**src/hdl/teoq_pkg.sv**
```systemverilog
`timescale 1ns / 1ps

package teoq_pkg;

  localparam int TIME_W   = 31;
  localparam int KIND_W   = 8;
  localparam int PAY_W    = 16;
  localparam int STATUS_W = 2;

  localparam logic ACT_INSERT = 1'b0;
  localparam logic ACT_POP    = 1'b1;

  localparam logic [STATUS_W-1:0] ST_DONE  = 2'd0;
  localparam logic [STATUS_W-1:0] ST_FULL  = 2'd1;
  localparam logic [STATUS_W-1:0] ST_EMPTY = 2'd2;

  // Operation the datapath carries out in its apply cycle.
  typedef enum logic [2:0] {
    OP_NONE,
    OP_INSERT,
    OP_POP,
    OP_FULL,
    OP_EMPTY
  } op_t;

  typedef struct packed {
    logic capture;  // latch the incoming beat and its compare vector
    op_t  op;
  } cmd_t;

  typedef struct packed {
    logic full;
    logic empty;
  } sts_t;

endpackage

```
**src/hdl/teoq_ctrl.sv**
```systemverilog
`timescale 1ns / 1ps

module teoq_ctrl (
  input  logic          clk,
  input  logic          rst_n,
  input  logic          start,
  input  logic          in_action,
  input  teoq_pkg::sts_t sts,
  output teoq_pkg::cmd_t cmd,
  output logic          busy
);
  import teoq_pkg::*;

  typedef enum logic {
    S_IDLE,
    S_APPLY
  } state_t;

  state_t state_r, state_nxt;
  op_t    op_r, op_nxt;
  logic   accept;

  assign accept = start && (state_r == S_IDLE);

  always_comb begin
    state_nxt = state_r;
    op_nxt    = op_r;
    unique case (state_r)
      S_IDLE: begin
        if (start) begin
          state_nxt = S_APPLY;
          if (in_action == ACT_POP) begin
            op_nxt = sts.empty ? OP_EMPTY : OP_POP;
          end else begin
            op_nxt = sts.full ? OP_FULL : OP_INSERT;
          end
        end
      end
      S_APPLY: begin
        state_nxt = S_IDLE;
      end
      default: begin
        state_nxt = S_IDLE;
      end
    endcase
  end

  always_ff @(posedge clk) begin
    if (!rst_n) begin
      state_r <= S_IDLE;
      op_r    <= OP_NONE;
    end else begin
      state_r <= state_nxt;
      op_r    <= op_nxt;
    end
  end

  assign busy        = (state_r == S_APPLY);
  assign cmd.capture = accept;
  assign cmd.op      = (state_r == S_APPLY) ? op_r : OP_NONE;

`ifndef SYNTH
  a_apply_follows_accept: assert property (@(posedge clk) disable iff (!rst_n)
    (state_r == S_APPLY) |-> $past(accept))
    else $error("apply cycle without an accepted beat");

  a_no_insert_when_full: assert property (@(posedge clk) disable iff (!rst_n)
    (cmd.op == OP_INSERT) |-> !sts.full)
    else $error("insert issued into a full agenda");

  a_no_pop_when_empty: assert property (@(posedge clk) disable iff (!rst_n)
    (cmd.op == OP_POP) |-> !sts.empty)
    else $error("pop issued on an empty agenda");
`endif

endmodule

```
**src/hdl/teoq_dp.sv**
```systemverilog
`timescale 1ns / 1ps

module teoq_dp #(
  parameter int DEPTH = 16
) (
  input  logic                            clk,
  input  logic                            rst_n,
  input  teoq_pkg::cmd_t                  cmd,
  input  logic [teoq_pkg::TIME_W-1:0]     in_time_stamp,
  input  logic [teoq_pkg::KIND_W-1:0]     in_event_kind,
  input  logic [teoq_pkg::PAY_W-1:0]      in_payload,
  output teoq_pkg::sts_t                  sts,
  output logic                            out_valid,
  output logic [teoq_pkg::STATUS_W-1:0]   out_status,
  output logic [teoq_pkg::TIME_W-1:0]     out_time_stamp,
  output logic [teoq_pkg::KIND_W-1:0]     out_event_kind,
  output logic [teoq_pkg::PAY_W-1:0]      out_payload,
  output logic                            out_now_empty
);
  import teoq_pkg::*;

  localparam int CNT_W = $clog2(DEPTH + 1);

  logic [TIME_W-1:0] times_r [DEPTH];
  logic [KIND_W-1:0] kinds_r [DEPTH];
  logic [PAY_W-1:0]  pays_r  [DEPTH];
  logic [CNT_W-1:0]  count_r, count_nxt;

  logic [TIME_W-1:0] t_r;
  logic [KIND_W-1:0] k_r;
  logic [PAY_W-1:0]  p_r;
  logic [DEPTH-1:0]  keep_r, keep_nxt, keep_prev;

  logic                out_valid_r;
  logic [STATUS_W-1:0] out_status_r;
  logic [TIME_W-1:0]   out_time_r;
  logic [KIND_W-1:0]   out_kind_r;
  logic [PAY_W-1:0]    out_pay_r;
  logic                out_empty_r;

  // A cell keeps its event when it is occupied and not later than the new one.
  always_comb begin
    for (int i = 0; i < DEPTH; i++) begin
      keep_nxt[i] = (CNT_W'(i) < count_r) && (times_r[i] <= in_time_stamp);
    end
  end

  assign keep_prev = {keep_r[DEPTH-2:0], 1'b0};

  always_ff @(posedge clk) begin
    if (cmd.capture) begin
      t_r    <= in_time_stamp;
      k_r    <= in_event_kind;
      p_r    <= in_payload;
      keep_r <= keep_nxt;
    end
  end

  for (genvar g = 0; g < DEPTH; g++) begin : g_cell
    logic [TIME_W-1:0] dn_time, up_time;
    logic [KIND_W-1:0] dn_kind, up_kind;
    logic [PAY_W-1:0]  dn_pay,  up_pay;

    if (g == 0) begin : g_first
      assign dn_time = t_r;
      assign dn_kind = k_r;
      assign dn_pay  = p_r;
    end else begin : g_mid
      assign dn_time = times_r[g-1];
      assign dn_kind = kinds_r[g-1];
      assign dn_pay  = pays_r[g-1];
    end

    if (g == DEPTH - 1) begin : g_last
      assign up_time = times_r[g];
      assign up_kind = kinds_r[g];
      assign up_pay  = pays_r[g];
    end else begin : g_body
      assign up_time = times_r[g+1];
      assign up_kind = kinds_r[g+1];
      assign up_pay  = pays_r[g+1];
    end

    always_ff @(posedge clk) begin
      if (cmd.op == OP_INSERT && !keep_r[g]) begin
        if (g == 0 || keep_prev[g]) begin
          times_r[g] <= t_r;
          kinds_r[g] <= k_r;
          pays_r[g]  <= p_r;
        end else begin
          times_r[g] <= dn_time;
          kinds_r[g] <= dn_kind;
          pays_r[g]  <= dn_pay;
        end
      end else if (cmd.op == OP_POP) begin
        times_r[g] <= up_time;
        kinds_r[g] <= up_kind;
        pays_r[g]  <= up_pay;
      end
    end
  end

  always_comb begin
    count_nxt = count_r;
    case (cmd.op)
      OP_INSERT: count_nxt = count_r + CNT_W'(1);
      OP_POP:    count_nxt = count_r - CNT_W'(1);
      default:   count_nxt = count_r;
    endcase
  end

  always_ff @(posedge clk) begin
    if (!rst_n) begin
      count_r     <= '0;
      out_valid_r <= 1'b0;
    end else begin
      count_r     <= count_nxt;
      out_valid_r <= (cmd.op != OP_NONE);
    end
  end

  always_ff @(posedge clk) begin
    if (cmd.op != OP_NONE) begin
      out_status_r <= (cmd.op == OP_FULL)  ? ST_FULL :
                      (cmd.op == OP_EMPTY) ? ST_EMPTY : ST_DONE;
      out_time_r   <= (cmd.op == OP_POP) ? times_r[0] : '0;
      out_kind_r   <= (cmd.op == OP_POP) ? kinds_r[0] : '0;
      out_pay_r    <= (cmd.op == OP_POP) ? pays_r[0]  : '0;
      out_empty_r  <= (count_nxt == '0);
    end
  end

  assign sts.full  = (count_r == CNT_W'(DEPTH));
  assign sts.empty = (count_r == '0);

  assign out_valid      = out_valid_r;
  assign out_status     = out_status_r;
  assign out_time_stamp = out_time_r;
  assign out_event_kind = out_kind_r;
  assign out_payload    = out_pay_r;
  assign out_now_empty  = out_empty_r;

`ifndef SYNTH
  a_count_bounded: assert property (@(posedge clk) disable iff (!rst_n)
    count_r <= CNT_W'(DEPTH))
    else $error("entry count beyond depth");

  a_strobe_single: assert property (@(posedge clk) disable iff (!rst_n)
    out_valid_r |=> !out_valid_r)
    else $error("result strobe held for two cycles");

  for (genvar a = 0; a < DEPTH - 1; a++) begin : g_order_chk
    a_sorted: assert property (@(posedge clk) disable iff (!rst_n)
      (CNT_W'(a + 1) < count_r) |-> (times_r[a] <= times_r[a+1]))
      else $error("stored events out of timestamp order");
  end
`endif

endmodule

```
**src/hdl/timestamp_ordered_event_queue.sv**
```systemverilog
`timescale 1ns / 1ps
// Channel   Ports                                                  Handshake
// input     in_{action,time_stamp,event_kind,payload}              start high, busy low
// result    out_{status,time_stamp,event_kind,payload,now_empty}   out_valid, one cycle
//
// For each beat, the accept edge registers the new timestamp compared
// against every stored cell, and the next edge shifts the cells and
// registers the result. busy is high for that one apply cycle.
// The result shows on the out_ ports the cycle after the apply edge; the
// next beat can be accepted at the edge that ends that cycle. The receiver
// cannot stall.
// rst_n is synchronous, active low: it empties the agenda and the strobe.
module timestamp_ordered_event_queue #(
  parameter int QUEUE_DEPTH = 16
) (
  input  logic                            clk,
  input  logic                            rst_n,
  input  logic                            start,
  output logic                            busy,
  input  logic                            in_action,
  input  logic [teoq_pkg::TIME_W-1:0]     in_time_stamp,
  input  logic [teoq_pkg::KIND_W-1:0]     in_event_kind,
  input  logic [teoq_pkg::PAY_W-1:0]      in_payload,
  output logic                            out_valid,
  output logic [teoq_pkg::STATUS_W-1:0]   out_status,
  output logic [teoq_pkg::TIME_W-1:0]     out_time_stamp,
  output logic [teoq_pkg::KIND_W-1:0]     out_event_kind,
  output logic [teoq_pkg::PAY_W-1:0]      out_payload,
  output logic                            out_now_empty
);
  import teoq_pkg::*;

  cmd_t cmd;
  sts_t sts;

  // Controller: decide insert, pop or reject from the fill state, sequence
  // the apply cycle.
  teoq_ctrl u_ctrl (
    .clk       (clk),
    .rst_n     (rst_n),
    .start     (start),
    .in_action (in_action),
    .sts       (sts),
    .cmd       (cmd),
    .busy      (busy)
  );

  // Datapath: a row of cells kept in timestamp order; insert opens a gap
  // behind the last cell not later than the new event, pop shifts toward
  // the head.
  teoq_dp #(
    .DEPTH (QUEUE_DEPTH)
  ) u_dp (
    .clk            (clk),
    .rst_n          (rst_n),
    .cmd            (cmd),
    .in_time_stamp  (in_time_stamp),
    .in_event_kind  (in_event_kind),
    .in_payload     (in_payload),
    .sts            (sts),
    .out_valid      (out_valid),
    .out_status     (out_status),
    .out_time_stamp (out_time_stamp),
    .out_event_kind (out_event_kind),
    .out_payload    (out_payload),
    .out_now_empty  (out_now_empty)
  );

endmodule
```
**config.mk**
```make
export PLATFORM = sky130hd
export DESIGN_NAME = timestamp_ordered_event_queue
export DESIGN_NICKNAME = d
export VERILOG_FILES = /design/src/hdl/teoq_pkg.sv /design/src/hdl/teoq_ctrl.sv /design/src/hdl/teoq_dp.sv /design/src/hdl/timestamp_ordered_event_queue.sv
export SDC_FILE = /design/constraint.sdc
export NUM_CORES = 2
export LEC_CHECK = 0
export BUFFER_PORTS_ARGS = -buffer_cell sky130_fd_sc_hd__buf_2
export CORE_MARGIN = 1
export CORE_UTILIZATION = 35
export DETAILED_ROUTE_END_ITERATION = 8
export MAX_ROUTING_LAYER = met4
export PLACE_DENSITY_LB_ADDON = 0.2
export SLEW_MARGIN = 25
export SYNTH_ARGS = -nofsm -noshare
export SYNTH_HDL_FRONTEND = slang
export SYNTH_SLANG_ARGS = --single-unit
```
**constraint.sdc**
```tcl
create_clock -name clk -period 6.7 [get_ports clk]
set_input_delay 0 -clock clk [delete_from_list [all_inputs] [get_ports clk]]
set_output_delay 0 -clock clk [all_outputs]
set_load 0.05 [all_outputs]
```
==> flow_metrics.env <==
export IMPL_via_count=42723
export IMPL_powerDensity_nw_per_um2=233
export IMPL_regToRegStartpoint="u_ctrl.busy$_SDFF_PP0_"
export IMPL_areaGrowthSynthToFinish_pct=12.4
export IMPL_path_clk_slew_ns=0.06
export IMPL_wire_per_inst_um=22.4
export IMPL_drc=0
export IMPL_postCtsSetupBuffers=0
export IMPL_grt_first_pass_wirelength_um=262000
export IMPL_die_area_um2=165000
export IMPL_core_um2=161000
export IMPL_drt_iter0_drc=4117
export IMPL_final_max_slew_viol_count=0
export IMPL_yosysWarnings=0
export IMPL_grt_busiest_layer="met1"
export IMPL_min_delay_start="in_time_stamp[13]"
export IMPL_layout_commonest_cell="nand2_1"
export IMPL_power_switching_mw=3.70
export IMPL_start_util_pct=35.4
export IMPL_fillers=15595
export IMPL_ctsResizeCount=0
export IMPL_numCtsBuffers=115
export IMPL_grt_ovfl_total=0
export IMPL_clockBufferDepth=3
export IMPL_worst_ep_required_time_ns=7.30
export IMPL_hold_depth=2
export IMPL_endpoint_kind="flop"
export IMPL_met3_usage_pct=2.37
export IMPL_die_height_um=406
export IMPL_dp_hpwl_um=123000
export IMPL_period_share_pct=50.3
export IMPL_synth_cells=5376
export IMPL_cp_arrival_ns=3.96
export IMPL_io_pins=119
export IMPL_relSlewSlack_pct=28.9
export IMPL_pwr_share_comb_pct=8.4
export IMPL_wl_um=173000
export IMPL_yosysSeqAreaShare_pct=53.4
export IMPL_max_cap_violations=0
export IMPL_r2r_cells=10
export IMPL_fin_ws_ns=3.33
export IMPL_via_per_inst=5.53
export IMPL_root_buffer="clkbuf_16"
export IMPL_use_met1_pct=32.1
export IMPL_dp_worst_setup_slack_ns=3.31
export IMPL_swShare_pct=24.8
export IMPL_hold_path_class="in2reg"
export IMPL_grt_max_degree=211
export IMPL_seqCellArea_um2=30500
export IMPL_ys_ff_latch=1019
export IMPL_synth_top_cells_by_area="edfxtp_1 (53%), nand2_1 (12%), ha_1 (11%)"
export IMPL_htreeDepth=3
export IMPL_clock_latency_ns=0.73
export IMPL_fmax_ghz=0.297
export IMPL_ys_flop_type="edfxtp_1"
export IMPL_grt_antenna_before_repair=3
export IMPL_post_route_min_period_ns=3.37
export IMPL_skew_ns=0.0291
export IMPL_use_met2_pct=30.2
export IMPL_rsz0062_at_grt="no"
export IMPL_cp_max_fo=56
export IMPL_syn_num_nets=5935
export IMPL_p_clk_share_pct=41.2
export IMPL_async_reset_ff_share_pct=0
export IMPL_final_nets=6028
export IMPL_critPathKind="reg2reg"
export IMPL_mostFrequentLayoutCells="nand2_1 (1772), edfxtp_1 (1009), a22oi_1 (719)"
export IMPL_netlist_cell_type_count=63
export IMPL_synth_top_area_share_pct=53.1
export IMPL_place_gp_congestion=0.879
export IMPL_outcome="finished, final reports clean"
export IMPL_clkSinkCount=1019
export IMPL_yosys_area_top_type="edfxtp_1"
export IMPL_drive_gt1_share_pct=8.43
export IMPL_ctsHoldBuffers=91
export IMPL_worstMarginPinSlew_ns=1.07
export IMPL_setup_worst_path_start_class="flop"
export IMPL_grt_use_total_pct=21.3
export IMPL_rows=147
export IMPL_peakVddDrop_mv=0.182
export IMPL_seqPwrFrac_pct=50.4
export IMPL_drt_pre_antenna_iters=6
export IMPL_startpoint="u_ctrl.busy$_SDFF_PP0_"
export IMPL_total_power_mw=14.9
export IMPL_synth_edff_count=1009
export IMPL_port_buffers=118
export IMPL_syn_area_um2=57100
export IMPL_finalSetupViolations=0
export IMPL_final_hold_viol_count=0
export IMPL_syn_area_per_cell_um2=10.6
export IMPL_grt_pass1_vias=40478
export IMPL_leakage_nw=25.4
export IMPL_chipWidth_um=406
export IMPL_multi_input_area_um2=24900
export IMPL_detail_route_antenna_nets=0
export IMPL_p_int_mw=11.2
export IMPL_setup_tns_ns=0
export IMPL_cts_tree="yes"
## worst paths after layout
check                                         end  slack [ns]
max reg2reg         u_dp.times_r[3][15]$_DFFE_PP_        3.33
min          u_dp.g_cell[0].dn_time[13]$_DFFE_PP_        0.04
min reg2reg           u_ctrl.op_r[2]$_SDFFE_PN0P_        0.53
max                 u_dp.times_r[3][15]$_DFFE_PP_        3.33
## per-layer routing
metal	up-vias	wire length [um]	share of wire (%)
li1	20204	-	-
met1	20998	86100	50
met2	1336	72500	42
met3	185	10900	6.3
met4	0	3210	1.9
met5	-	0	0
## registers in the layout (all words and copies together) (netlist names), 16 cells and up
signal               count
u_dp.times_r           496
u_dp.pays_r            256
u_dp.kinds_r           128
u_dp.g_cell.dn_time     31
u_dp.out_time_stamp     31
u_dp.g_cell.dn_pay      16
u_dp.keep_r             16
u_dp.out_payload        16
## power by group through the flow
stage | Sequential [mW] | Combinational [mW] | Clock [mW]
5_1_grt | 7.54 | 1.44 | 6.50
3_5_place_dp | 7.64 | 1.22 | 0
4_1_cts | 7.51 | 1.27 | 6.29
2_1_floorplan | 7.52 | 0.883 | 0
6_report | 7.52 | 1.26 | 6.14
3_3_place_gp | 7.64 | 1.17 | 0
## worst max-delay path: stages, from the launching register on
cell,delay (ns)
dfxtp_1,0.36
nor2b_2,0.20
nand3b_1,0.08
buf_4,0.38
buf_4,0.50
nor3_4,0.04
buf_4,0.33
nor2_4,0.61
buf_4,0.43
nand2_1,0.09
nand2_1,0.11
## synthesized netlist by cell type (4+ instances only)
| cell type | count |
|---|---|
| a211o_1 | 5 |
| a211oi_1 | 30 |
| a21boi_0 | 4 |
| a21o_1 | 29 |
| a21oi_1 | 181 |
| a221oi_1 | 22 |
| a22oi_1 | 719 |
| a31oi_1 | 4 |
| and2_1 | 61 |
| and3_1 | 8 |
| and4_1 | 13 |
| buf_2 | 145 |
| buf_4 | 39 |
| buf_6 | 18 |
| clkbuf_1 | 126 |
| dfxtp_1 | 10 |
| edfxtp_1 | 1009 |
| ha_1 | 500 |
| inv_1 | 56 |
| mux2_2 | 53 |
| mux2i_1 | 54 |
| nand2_1 | 1772 |
| nand2b_1 | 4 |
| nand3_1 | 63 |
| nand3b_1 | 15 |
| nand4_1 | 76 |
| nor2_1 | 61 |
| nor2_2 | 5 |
| nor2_4 | 8 |
| nor2b_1 | 8 |
| nor3_1 | 38 |
| nor3_4 | 8 |
| nor4_1 | 18 |
| o211ai_1 | 4 |
| o21a_1 | 4 |
| o21ai_0 | 144 |
| o21ai_1 | 6 |
| o22ai_1 | 4 |
| o31ai_1 | 4 |
| o41ai_1 | 6 |
## layout make-up
type                            instances  area share, %
Clock inverter                         50          0.550
Tap cell                             2160           4.21
Multi-Input combinational cell       3970           38.8
Antenna cell                            1        0.00390
Inverter                               56          0.328
Sequential cell                      1019           47.6
Clock buffer                          162           4.99
Timing Repair Buffer                  307           3.53
## per-stage QoR
stage	hold WS, ns	util [%]	instance area, um^2	instances
after global routing	0.0392	39.8	64100	7724
after floorplan	0.0989	-	57100	5376
final	0.0361	39.8	64100	7725
after global placement	0.177	37.0	59700	7421
after detailed placement	0.179	37.0	59700	7421
after CTS	0.000377	39.8	64100	7724
## cells by family after synthesis
| family | count (synthesis) | synth area share, % |
|---|---|---|
| AND/OR/NAND/NOR | 2171 | 15.9 |
| AO/OA/AOI/OAI | 1185 | 14.2 |
| flip-flops | 1019 | 53.4 |
| adder cells (fa/ha/maj) | 500 | 11.0 |
| buffers and inverters | 387 | 3.36 |
| multiplexers | 110 | 2.05 |
| XOR/XNOR | 4 | 0.0614 |
Power figures use the tool's default switching activity.
